<file path="src/sv/wpan_pkg.sv">
package wpan_pkg;

	// store geometry
	localparam int STORE_DEPTH = 65536;
	localparam int ADDR_W      = $clog2(STORE_DEPTH);
	localparam int WORD_W      = 16;

	// divider geometry: dividend is |sum| << 8
	localparam int FRAC_W  = 8;
	localparam int DVD_W   = WORD_W + FRAC_W;
	localparam int DCNT_W  = $clog2(DVD_W + 1);

	// command codes
	localparam logic [1:0] CMD_ACCUMULATE = 2'd0;
	localparam logic [1:0] CMD_NORMALIZE  = 2'd1;
	localparam logic [1:0] CMD_CLEAR      = 2'd2;

	typedef struct packed {
		logic [1:0]               command;
		logic [15:0]              pixel_address;
		logic signed [WORD_W-1:0] sample;
		logic [8:0]               weight;
	} item_t;

	typedef struct packed {
		logic signed [WORD_W-1:0] blended_value;
		logic                     covered;
	} result_t;

endpackage

</file>
<file path="src/sv/wpan_div.sv">
module wpan_div (
	input  logic                               clk,
	input  logic                               arst_n,
	input  logic                               start,
	input  logic signed [wpan_pkg::WORD_W-1:0] numer,
	input  logic [wpan_pkg::WORD_W-1:0]        denom,
	output logic                               done,
	output logic [wpan_pkg::WORD_W-1:0]        quotient
);
	import wpan_pkg::*;

	logic [DCNT_W-1:0] cnt_q;
	logic              done_q;
	logic              neg_q;
	logic [DVD_W-1:0]  dvd_q;
	logic [WORD_W-1:0] rem_q;
	logic [WORD_W-1:0] den_q;

	logic [WORD_W:0]   numer_ext;
	logic [WORD_W:0]   numer_mag;
	logic [WORD_W:0]   rem_shift;
	logic [WORD_W+1:0] rem_diff;
	logic              borrow;

	// magnitude of the signed sum; 32768 still fits in the low word
	assign numer_ext = {numer[WORD_W-1], numer};
	assign numer_mag = numer[WORD_W-1] ? (~numer_ext + 1'b1) : numer_ext;

	// one restoring step: shift in the next dividend bit, try the subtract
	assign rem_shift = {rem_q, dvd_q[DVD_W-1]};
	assign rem_diff  = {1'b0, rem_shift} - {2'b00, den_q};
	assign borrow    = rem_diff[WORD_W+1];

	// control: step counter and completion flag
	always_ff @(posedge clk or negedge arst_n) begin
		if (!arst_n) begin
			cnt_q  <= '0;
			done_q <= 1'b0;
		end else begin
			done_q <= 1'b0;
			if (start) begin
				cnt_q <= DCNT_W'(DVD_W);
			end else if (cnt_q != '0) begin
				cnt_q <= cnt_q - 1'b1;
				if (cnt_q == DCNT_W'(1)) begin
					done_q <= 1'b1;
				end
			end
		end
	end

	// datapath: quotient bits shift in behind the dividend
	always_ff @(posedge clk) begin
		if (start) begin
			neg_q <= numer[WORD_W-1];
			den_q <= denom;
			rem_q <= '0;
			dvd_q <= {numer_mag[WORD_W-1:0], {FRAC_W{1'b0}}};
		end else if (cnt_q != '0) begin
			rem_q <= borrow ? rem_shift[WORD_W-1:0] : rem_diff[WORD_W-1:0];
			dvd_q <= {dvd_q[DVD_W-2:0], ~borrow};
		end
	end

	// truncation toward zero: divide magnitudes, then restore the sign
	assign done     = done_q;
	assign quotient = neg_q ? (~dvd_q[WORD_W-1:0] + 1'b1) : dvd_q[WORD_W-1:0];

endmodule

</file>
<file path="config.mk">
export PLATFORM = sky130hd
export DESIGN_NAME = wpan_div
export DESIGN_NICKNAME = d
export VERILOG_FILES = /design/src/sv/wpan_pkg.sv /design/src/sv/wpan_div.sv
export SDC_FILE = /design/constraint.sdc
export NUM_CORES = 1
export LEC_CHECK = 0
export ABC_AREA = 0
export ABC_CLOCK_PERIOD_IN_PS = 7000
export BUFFER_PORTS_ARGS = -buffer_cell sky130_fd_sc_hd__buf_2
export CELL_PAD_IN_SITES_DETAIL_PLACEMENT = 1
export CELL_PAD_IN_SITES_GLOBAL_PLACEMENT = 1
export CORE_ASPECT_RATIO = 1.1
export CORE_MARGIN = 8
export CORE_UTILIZATION = 48
export DETAILED_ROUTE_END_ITERATION = 8
export GPL_TIMING_DRIVEN = 0
export PLACE_DENSITY_LB_ADDON = 0.2
export SLEW_MARGIN = 20
export SYNTH_ARGS = -nofsm -noshare
export SYNTH_HDL_FRONTEND = slang
export SYNTH_SLANG_ARGS = --single-unit
</file>
<file path="constraint.sdc">
create_clock -name clk -period 7 [get_ports clk]
set_clock_uncertainty 0.15 [all_clocks]
set_input_delay 1.05 -clock clk [delete_from_list [all_inputs] [get_ports clk]]
set_output_delay 1.05 -clock clk [all_outputs]
set_load 0.01 [all_outputs]
</file>
* Word-level counts from Yosys, hierarchy flattened *
Cells that the tools add are included.

word-level totals
  bits in latches = 0
  register bits after elaboration = 63
  memories kept = 0
  ROM bits = 0
  word-level logic and storage cells = 27
  RAM bits = 0

cells by class
  multiplexer cells = 10
  reductions and logical operators = 2
  divide/modulo/power cells = 0
  shift operators = 0
  add/subtract/negate cells = 4
  bitwise gates (word level) = 3
  multiply operators = 0
  eq/ne operators = 1
  magnitude comparators = 0

operator list
  operator                                                             number
  16-bit 2-to-1 mux                                                    3
  24-bit 2-to-1 mux                                                    2
  16-bit by 1-bit adder with 16-bit output (second input constant)     2
  16-bit inverter                                                      2
  17-bit by 16-bit subtractor with 18-bit output                       1
  5-bit 2-to-1 mux                                                     2
  5-bit by 1-bit == test with 1-bit output (second input constant)     1
  5-bit nonzero test                                                   1
  5-bit by 1-bit subtractor with 5-bit output (second input constant)  1
  1-bit 2-to-1 mux                                                     3
  2-bit nonzero test                                                   1
  1-bit inverter                                                       1

* Logic depth before layout (Yosys ltp) *
Gate-level depths: netlist (run 1).

  word-level depth = 4
  mapped depth = 11
  gate-level depth less buffers = 11

* Worst setup path before layout (run 1) *
No wires, ideal clock.

  path kind = input -> register
  start point = input port numer[4] (netlist name)
  end point = register dvd_q[20], data pin
  library setup time = 256 ps
  path buffers = 0
  slack = 4,049 ps
  data arrival time = 2,545 ps
  stages on the path = 7
  required time = 6,594 ps
  cell sequence = nor4_2 -> nand2b_1 -> or3b_1 -> or2_4 -> o41ai_4 -> xnor2_1 -> a22o_1

on the way
  longest elaborated chain between the ends = 4

RTL lines
  element                                   RTL line        RTL
  start: declaration                        wpan_div.sv:5   input logic signed [wpan_pkg::WORD_W-1:0] numer,
  16-bit inverter                           wpan_div.sv:27  assign numer_mag = numer[WORD_W-1] ? (~numer_ext + 1'b1) : numer_ext;
  16-bit by 1-bit adder with 16-bit output  wpan_div.sv:27
  16-bit 2-to-1 mux                         wpan_div.sv:27
  24-bit 2-to-1 mux                         wpan_div.sv:54  if (start) begin
  end signal: assignment                    wpan_div.sv:58  dvd_q <= {numer_mag[WORD_W-1:0], {FRAC_W{1'b0}}};
  end signal: assignment                    wpan_div.sv:61  dvd_q <= {dvd_q[DVD_W-2:0], ~borrow};
  end: declaration                          wpan_div.sv:15  logic [DVD_W-1:0] dvd_q;

Every way passes these cells.
A chain may end at the register's enable or synchronous reset.

* Worst setup path in the final report (run 1) *
  start point = register dvd_q[0]
  end point = output port quotient[12] (netlist name)

on the way
  longest elaborated chain between the ends = 3

RTL lines
  element                                   RTL line        RTL
  16-bit inverter                           wpan_div.sv:67  assign quotient = neg_q ? (~dvd_q[WORD_W-1:0] + 1'b1) : dvd_q[WORD_W-1:0];
  16-bit by 1-bit adder with 16-bit output  wpan_div.sv:67
  16-bit 2-to-1 mux                         wpan_div.sv:67
  end: declaration                          wpan_div.sv:8   output logic [wpan_pkg::WORD_W-1:0] quotient

Every way passes these cells.

==> results by group, run 1 <==
Global route
  – Vias in the first global route: 3622
  – Grt total ovfl: 0
  – First-pass GRT wire length: 17200 um
  – Largest net degree at the start of global routing: 19
  – GR Util All Layers: 19.7%
  – Antenna violations before repair: 0

Cells and area
  – Diode count: 0
  – Layout Nets: 544
  – Design area: 4430 um2
  – Share of cells above drive strength 1: 16.0%
  – Layout overhead on the synthesized area: 15.1%

Routing
  – DRT Wirelength: 10500 um
  – Wire length per cell: 17.4 um
  – Drt via density: 5.56
  – Post-route ant nets: 0
  – Via count: 3341
  – Router iterations before antenna repair: 4
  – # DRC: 0
  – Initial detailed-routing violation count: 144

Floorplan
  – Num ports: 52
  – Initial Util: 49.0%
  – Core box area: 7870 um2
  – Total Die Area: 11200 um2
  – Vert. Die Dim: 110 um
  – Die width: 101 um
  – # rows: 34

Clock tree
  – Worst skew pair latency: 0.35 ns
  – Hold-fix buffers, CTS: 0
  – Num CTS Buffers: 9
  – CTS HTree Levels: 3
  – # resized after CTS: 0
  – Root Buffer: clkbuf_8
  – Worst-path clk slew: 0.07 ns
  – Setup bufs post-CTS: 0
  – CTS tree: yes
  – CTS Buffer Depth: 2
  – Sink Count: 63

Yosys
  – Unique masters post-synth: 53
  – Post-synthesis cell area: 3850 um2
  – Mapped Cells: 426
  – Ys async rst share: 9.52%
  – Simple-gate share of the synthesized area: 17.2%
  – Largest family of logic cells by synthesized area: compound AO/OA/AOI/OAI gates
  – Sequential share of the synthesized area: 42.1%
  – Top post-synthesis cells by count: 75 x nand2_1, 34 x nor2_1, 33 x edfxtp_1
  – Complex-gate fraction of the synthesized area: 20.2%
  – EDFF count, synth: 33
  – Post-Synth XOR/XNOR Area: 8.18%
  – Ranking of synthesized cells by area: edfxtp_1 26%, dfxtp_1 12%, nand2_1 7.3%, xnor2_1 7.0%, ha_1 6.5%
  – Most numerous cell in the Yosys netlist: nand2_1
  – Post-synthesis adder-cell area fraction: 7.01%
  – Ys flop type: edfxtp_1
  – Syn Area/Cell: 9.05 um2
  – #FFs+latches synth: 63
  – Area leader, netlist: edfxtp_1
  – Post-synthesis net count: 482
  – Synth top area share: 25.7%
  – Synth warnings: 0
  – Mux share of post-synthesis cell area: 0.552%

Hold path
  – WHS Endpoint: dvd_q[2]
  – Worst min path class: register to register
  – Hold Crit Start: dvd_q[1]
  – Worst Hold Path Cells: 2

STA
  – Final period util: 48.8%
  – Worst slew pin tran: 0.661 ns
  – Sum Neg Setup Slack: 0 ns
  – RSZ-0062 raised after global routing: no
  – Setup violations, final: 0
  – Period minus WS final: 3.42 ns
  – Final Max Tran Viols: 0
  – Fmax: 293 MHz
  – Hold Fails Final Rpt: 0
  – Max-slew headroom: 55.8%
  – Hold WS: 0.331 ns

Power
  – Combinational fraction of design power: 40.3%
  – Pwr/cell area: 309 nW/um2
  – Sw Ratio: 38.2%
  – Internal Power: 0.847 mW
  – Flop pwr share: 37.0%
  – Static Leak: 1.94 nW
  – Clk pwr share: 22.7%
  – VDD IR max: 0.000162 V
  – Sw power: 0.523 mW

Worst setup path
  – FF-to-FF setup slack: 4.08 ns
  – Worst Path Arrival: 2.22 ns
  – Critical path class: register to output port
  – Critical Path RT: 5.80 ns
  – Reg-to-Reg End: rem_q[12]
  – Critical path's top delay family: simple AND/OR/NAND/NOR gates
  – Reg2reg start: dvd_q[23]
  – Buf/Inv on CP: 2
  – CP max stage delay: 0.37 ns
  – Setup crit start kind: register
  – CP Max Fanout: 4
  – Reg2reg path depth: 11
  – Crit-path cells: inv_1 -> ha_1 -> nand2_1 -> or3_1 -> nand2b_1 -> o41ai_1 -> xnor2_1 -> buf_2
  – Nature of the critical path endpoint: output port
  – Crit path max-delay cell type: dfxtp_1

Placed design
  – Post-Place Cell Area: 4240 um2
  – Post-DP HPWL: 8030 um
  – Port Buf Inserts: 51
  – RePlAce Congestion: 0.857

Job
  – Max-cap violation count: 0

Run status
  – Status: complete, no violations
==> final cells by class <==
cell class	count	area, um2
buffer	19	78.8
clock buffer	12	166
clock inverter	4	23.8
fill	951	3440
inverter	28	105
multi-input combinational	316	2050
sequential	63	1620
tap	108	135
timing repair buffer	51	255
==> per-stage QoR <==
stage                     std cells  power (mW)  util (%)  setup WS, ns
after detailed placement        585        1.06      53.9          3.70
after floorplan                 426       0.896         -          4.05
after global routing            601        1.46      56.3          3.37
final                           601        1.37      56.3          3.58
after CTS                       601        1.38      56.3          3.55
after global placement          585        1.03      53.9          3.75
==> worst reg2reg max path, cell delays in order (launching register included) <==
cell	delay (ns)
edfxtp_1	0.40
inv_1	0.07
ha_1	0.17
inv_1	0.06
fa_1	0.40
a21o_1	0.21
a22o_1	0.21
o31ai_1	0.48
o21ai_0	0.20
xor2_1	0.19
a21boi_0	0.19
nor3_1	0.06
==> cell families (layout without fill, tap and decap cells) <==
group / Yosys count / count (layout)
AOI/OAI and AO/OA: 109 / 109
muxes: 2 / 2
adders and majority gates: 21 / 21
and+or+nand+nor: 148 / 148
buffers and inverters: 47 / 114
DFF: 63 / 63
xor gates and xnor gates: 36 / 36
==> worst max-delay path by stage <==
stage / slack, ns / from / end / depth (start not counted)
detailed placement: 3.70 / numer[4] / dvd_q[20] / 8
CTS: 3.55 / dvd_q[0] / quotient[12] / 8
floorplan: 4.05 / numer[4] / dvd_q[20] / 7
global route: 3.37 / dvd_q[0] / quotient[11] / 8
global placement: 3.75 / numer[4] / dvd_q[20] / 8
finish: 3.58 / dvd_q[0] / quotient[12] / 8
==> power groups by stage <==
stage / Combinational [mW] / Sequential (mW) / Clock [mW]
after floorplan: 0.403 / 0.493 / 0
after global placement: 0.519 / 0.511 / 0
after detailed placement: 0.547 / 0.514 / 0
after global routing: 0.617 / 0.515 / 0.328
final: 0.552 / 0.507 / 0.311
after CTS: 0.554 / 0.508 / 0.316
==> cell usage in the layout, fill, tap and decap left out, types with 4 or more instances in the layout <==
| cell type | synthesis | final |
|---|---|---|
| a211oi_1 | 8 | 8 |
| a21o_1 | 5 | 5 |
| a21oi_1 | 20 | 20 |
| a22o_1 | 8 | 8 |
| a311oi_1 | 6 | 6 |
| a31oi_1 | 4 | 4 |
| buf_2 | 3 | 54 |
| clkbuf_1 | 14 | 15 |
| clkbuf_8 | 0 | 10 |
| dfrtp_1 | 6 | 6 |
| dfxtp_1 | 24 | 24 |
| edfxtp_1 | 33 | 33 |
| ha_1 | 20 | 20 |
| inv_1 | 28 | 28 |
| nand2_1 | 75 | 75 |
| nand2b_1 | 7 | 7 |
| nor2_1 | 34 | 34 |
| nor3_1 | 8 | 8 |
| o21ai_0 | 26 | 26 |
| o31ai_1 | 10 | 10 |
| or3_1 | 4 | 4 |
| xnor2_1 | 31 | 31 |
| xor2_1 | 5 | 5 |
==> flip-flops by register name (all words and copies together), names as in the netlist <==
register  flops
rem_q        16
neg_q         1
dvd_q        24
cnt_q         5
done          1
den_q        16
==> metal layers <==
metal	part of all wire (%)	GRT usage, %	wire (um)
met4	1.2	6.50	124
met1	42	21.4	4400
met2	53	37.1	5540
met3	4.0	4.15	416
met5	0	0	0
Note: power is estimated with default switching activity, not from simulation.
==> run 2, diff against run 1 <==
--- a/config.mk
+++ b/config.mk
@@ -6,13 +6,13 @@
 export NUM_CORES = 1
 export LEC_CHECK = 0
 export ABC_AREA = 0
-export ABC_CLOCK_PERIOD_IN_PS = 7000
+export ABC_CLOCK_PERIOD_IN_PS = 3400
 export BUFFER_PORTS_ARGS = -buffer_cell sky130_fd_sc_hd__buf_2
 export CELL_PAD_IN_SITES_DETAIL_PLACEMENT = 1
 export CELL_PAD_IN_SITES_GLOBAL_PLACEMENT = 1
 export CORE_ASPECT_RATIO = 1.1
 export CORE_MARGIN = 8
-export CORE_UTILIZATION = 48
+export CORE_UTILIZATION = 44
 export DETAILED_ROUTE_END_ITERATION = 8
 export GPL_TIMING_DRIVEN = 0
 export PLACE_DENSITY_LB_ADDON = 0.2
==> constraint.sdc (replaced) <==
create_clock -name clk -period 3.4 [get_ports clk]
set_clock_uncertainty 0.15 [all_clocks]
set_input_delay 0.51 -clock clk [delete_from_list [all_inputs] [get_ports clk]]
set_output_delay 0.51 -clock clk [all_outputs]
set_load 0.01 [all_outputs]
==> run 2 against run 1 <==
Non-clock buffer count rose by 1. Sequential share of layout area increased by 0.19 points. Worst setup slack got worse by 3.1 ns. Global-route usage fell by 2.6 points. Critical endpoint is now quotient[15]. Sequential power rose by 110%. Critical path type unchanged. Highest routed layer unchanged. Register-to-register slack lost 3.6 ns. Cell area fell by 0.51%. Clock power increased by 71%.
==> results by group, run 2 (synthesized netlist as in run 1, its figures left out) <==
Run status
  – Status: complete, no violations

Power
  – Internal Power: 1.68 mW
  – Pwr/cell area: 611 nW/um2
  – Post-layout power: 2.70 mW
  – VDD IR max: 0.000351 V
  – Clk pwr share: 19.7%
  – Combinational fraction of design power: 41.8%
  – Flop pwr share: 38.5%
  – Sw Ratio: 37.8%
  – Static Leak: 1.91 nW
  – Sw power: 1.02 mW

Worst setup path
  – Reg2reg path depth: 11
  – Setup crit start kind: register
  – Worst Path Arrival: 2.23 ns
  – Worst Setup SP: dvd_q[0]
  – Reg-to-Reg End: rem_q[12]
  – CP endpoint: quotient[15]
  – Nature of the critical path endpoint: output port
  – CP Max Fanout: 4
  – Critical path class: register to output port
  – FF-to-FF setup slack: 0.53 ns
  – Reg2reg start: dvd_q[23]
  – Critical Path RT: 2.74 ns

Cells and area
  – Layout Nets: 545
  – Max reg flops: 24
  – Diode count: 0
  – Final core utilization: 50.7%
  – Share of cells above drive strength 1: 14.8%
  – Commonest non-fill, non-tap cells in the layout: 75 x nand2_1, 54 x buf_2, 34 x nor2_1, 33 x edfxtp_1, 31 x xnor2_1
  – Commonest non-fill, non-tap cell in the layout: nand2_1
  – Register area: 1620 um2
  – Layout overhead on the synthesized area: 14.5%
  – Multi-input gate area: 2050 um2
  – Largest reg by FF count: dvd_q
  – Top flop regs: dvd_q x24, den_q x16, rem_q x16
  – # fillers: 1075

Global route
  – Grt total ovfl: 0
  – First-pass GRT wire length: 17000 um
  – Largest net degree at the start of global routing: 19
  – Vias in the first global route: 3565
  – Antenna violations before repair: 0
  – GR Util All Layers: 17.1%

STA
  – Hold Fails Final Rpt: 0
  – Period minus WS final: 2.89 ns
  – Sum Neg Setup Slack: 0 ns
  – Worst slew pin tran: 0.625 ns
  – Setup violations, final: 0
  – Fmax: 346 MHz
  – Setup ws final: 0.508 ns
  – RSZ-0062 raised after global routing: no
  – Max-slew headroom: 58.3%
  – Final period util: 85.1%
  – Final Max Tran Viols: 0

Floorplan
  – Num ports: 52
  – Initial Util: 44.3%
  – Core box area: 8690 um2
  – # rows: 36
  – Vert. Die Dim: 114 um
  – Total Die Area: 12000 um2
  – Die width: 105 um

Clock tree
  – CTS Buffer Depth: 2
  – Worst skew pair latency: 0.33 ns
  – CTS tree: yes
  – Setup bufs post-CTS: 0
  – Num CTS Buffers: 9
  – Hold-fix buffers, CTS: 1
  – Sink Count: 63
  – CTS HTree Levels: 3
  – Worst-path clk slew: 0.07 ns
  – Root Buffer: clkbuf_8
  – # resized after CTS: 0

Routing
  – Wire length per cell: 16.3 um
  – Initial detailed-routing violation count: 102
  – Drt via density: 5.47
  – Router iterations before antenna repair: 5
  – Via count: 3326
  – Post-route ant nets: 0
  – # DRC: 0
  – DRT Wirelength: 9890 um

Placed design
  – Port Buf Inserts: 51
  – Post-DP HPWL: 7760 um
  – Dpl ws: 0.542 ns
  – RePlAce Congestion: 0.804

Hold path
  – Worst min path class: input port to register

Job
  – Max-cap violation count: 0
==> run 2: layer usage <==
layer	wire [um]	global-route usage, %
met3	208	2.76
met5	0	0
met1	4520	20.2
met4	192	6.19
met2	4970	30.4
==> run 2: area by class of cell <==
cell class                 count  area share, %
multi-input combinational    316           46.4
timing repair buffer          52           6.01
clock buffer                  14           3.23
sequential                    63           36.8
buffer                        19           1.79
tap                          114           3.23
inverter                      28           2.38
clock inverter                 2          0.170
==> run 2: metrics by stage <==
stage	hold WS [ns]	cells	instance area, um2
6_report	0.200	608	4410
5_1_grt	0.185	608	4410
4_1_cts	0.187	608	4410
2_1_floorplan	0.0644	426	3850
3_5_place_dp	0.194	591	4250
3_3_place_gp	0.190	591	4250
==> run 2: worst min path at each step <==
stage                          from   endpoint  slack, ns  cells after the start
after floorplan              arst_n   cnt_q[0]       0.06                      0
after global placement       arst_n       done       0.19                      1
after detailed placement     arst_n       done       0.19                      1
after CTS                 denom[13]  den_q[13]       0.19                      1
after global routing       denom[3]   den_q[3]       0.19                      1
final                     denom[13]  den_q[13]       0.20                      1
==> run 2: worst max-delay path: stages, from the launching register on <==
cell and delay, ns:
dfxtp_1 0.35, inv_1 0.09, nand2_1 0.06, or4_1 0.46
nor2_1 0.19, nand2_1 0.13, o31ai_1 0.30, xnor2_1 0.16
buf_2 0.15
==> run 2: power groups by stage <==
stage                     Clock [mW]  Sequential (mW)  Combinational [mW]
final                          0.532             1.04                1.13
after detailed placement           0             1.05                1.13
after floorplan                    0             1.01               0.830
after global placement             0             1.05                1.08
after CTS                      0.547             1.04                1.14
after global routing           0.572             1.05                1.28
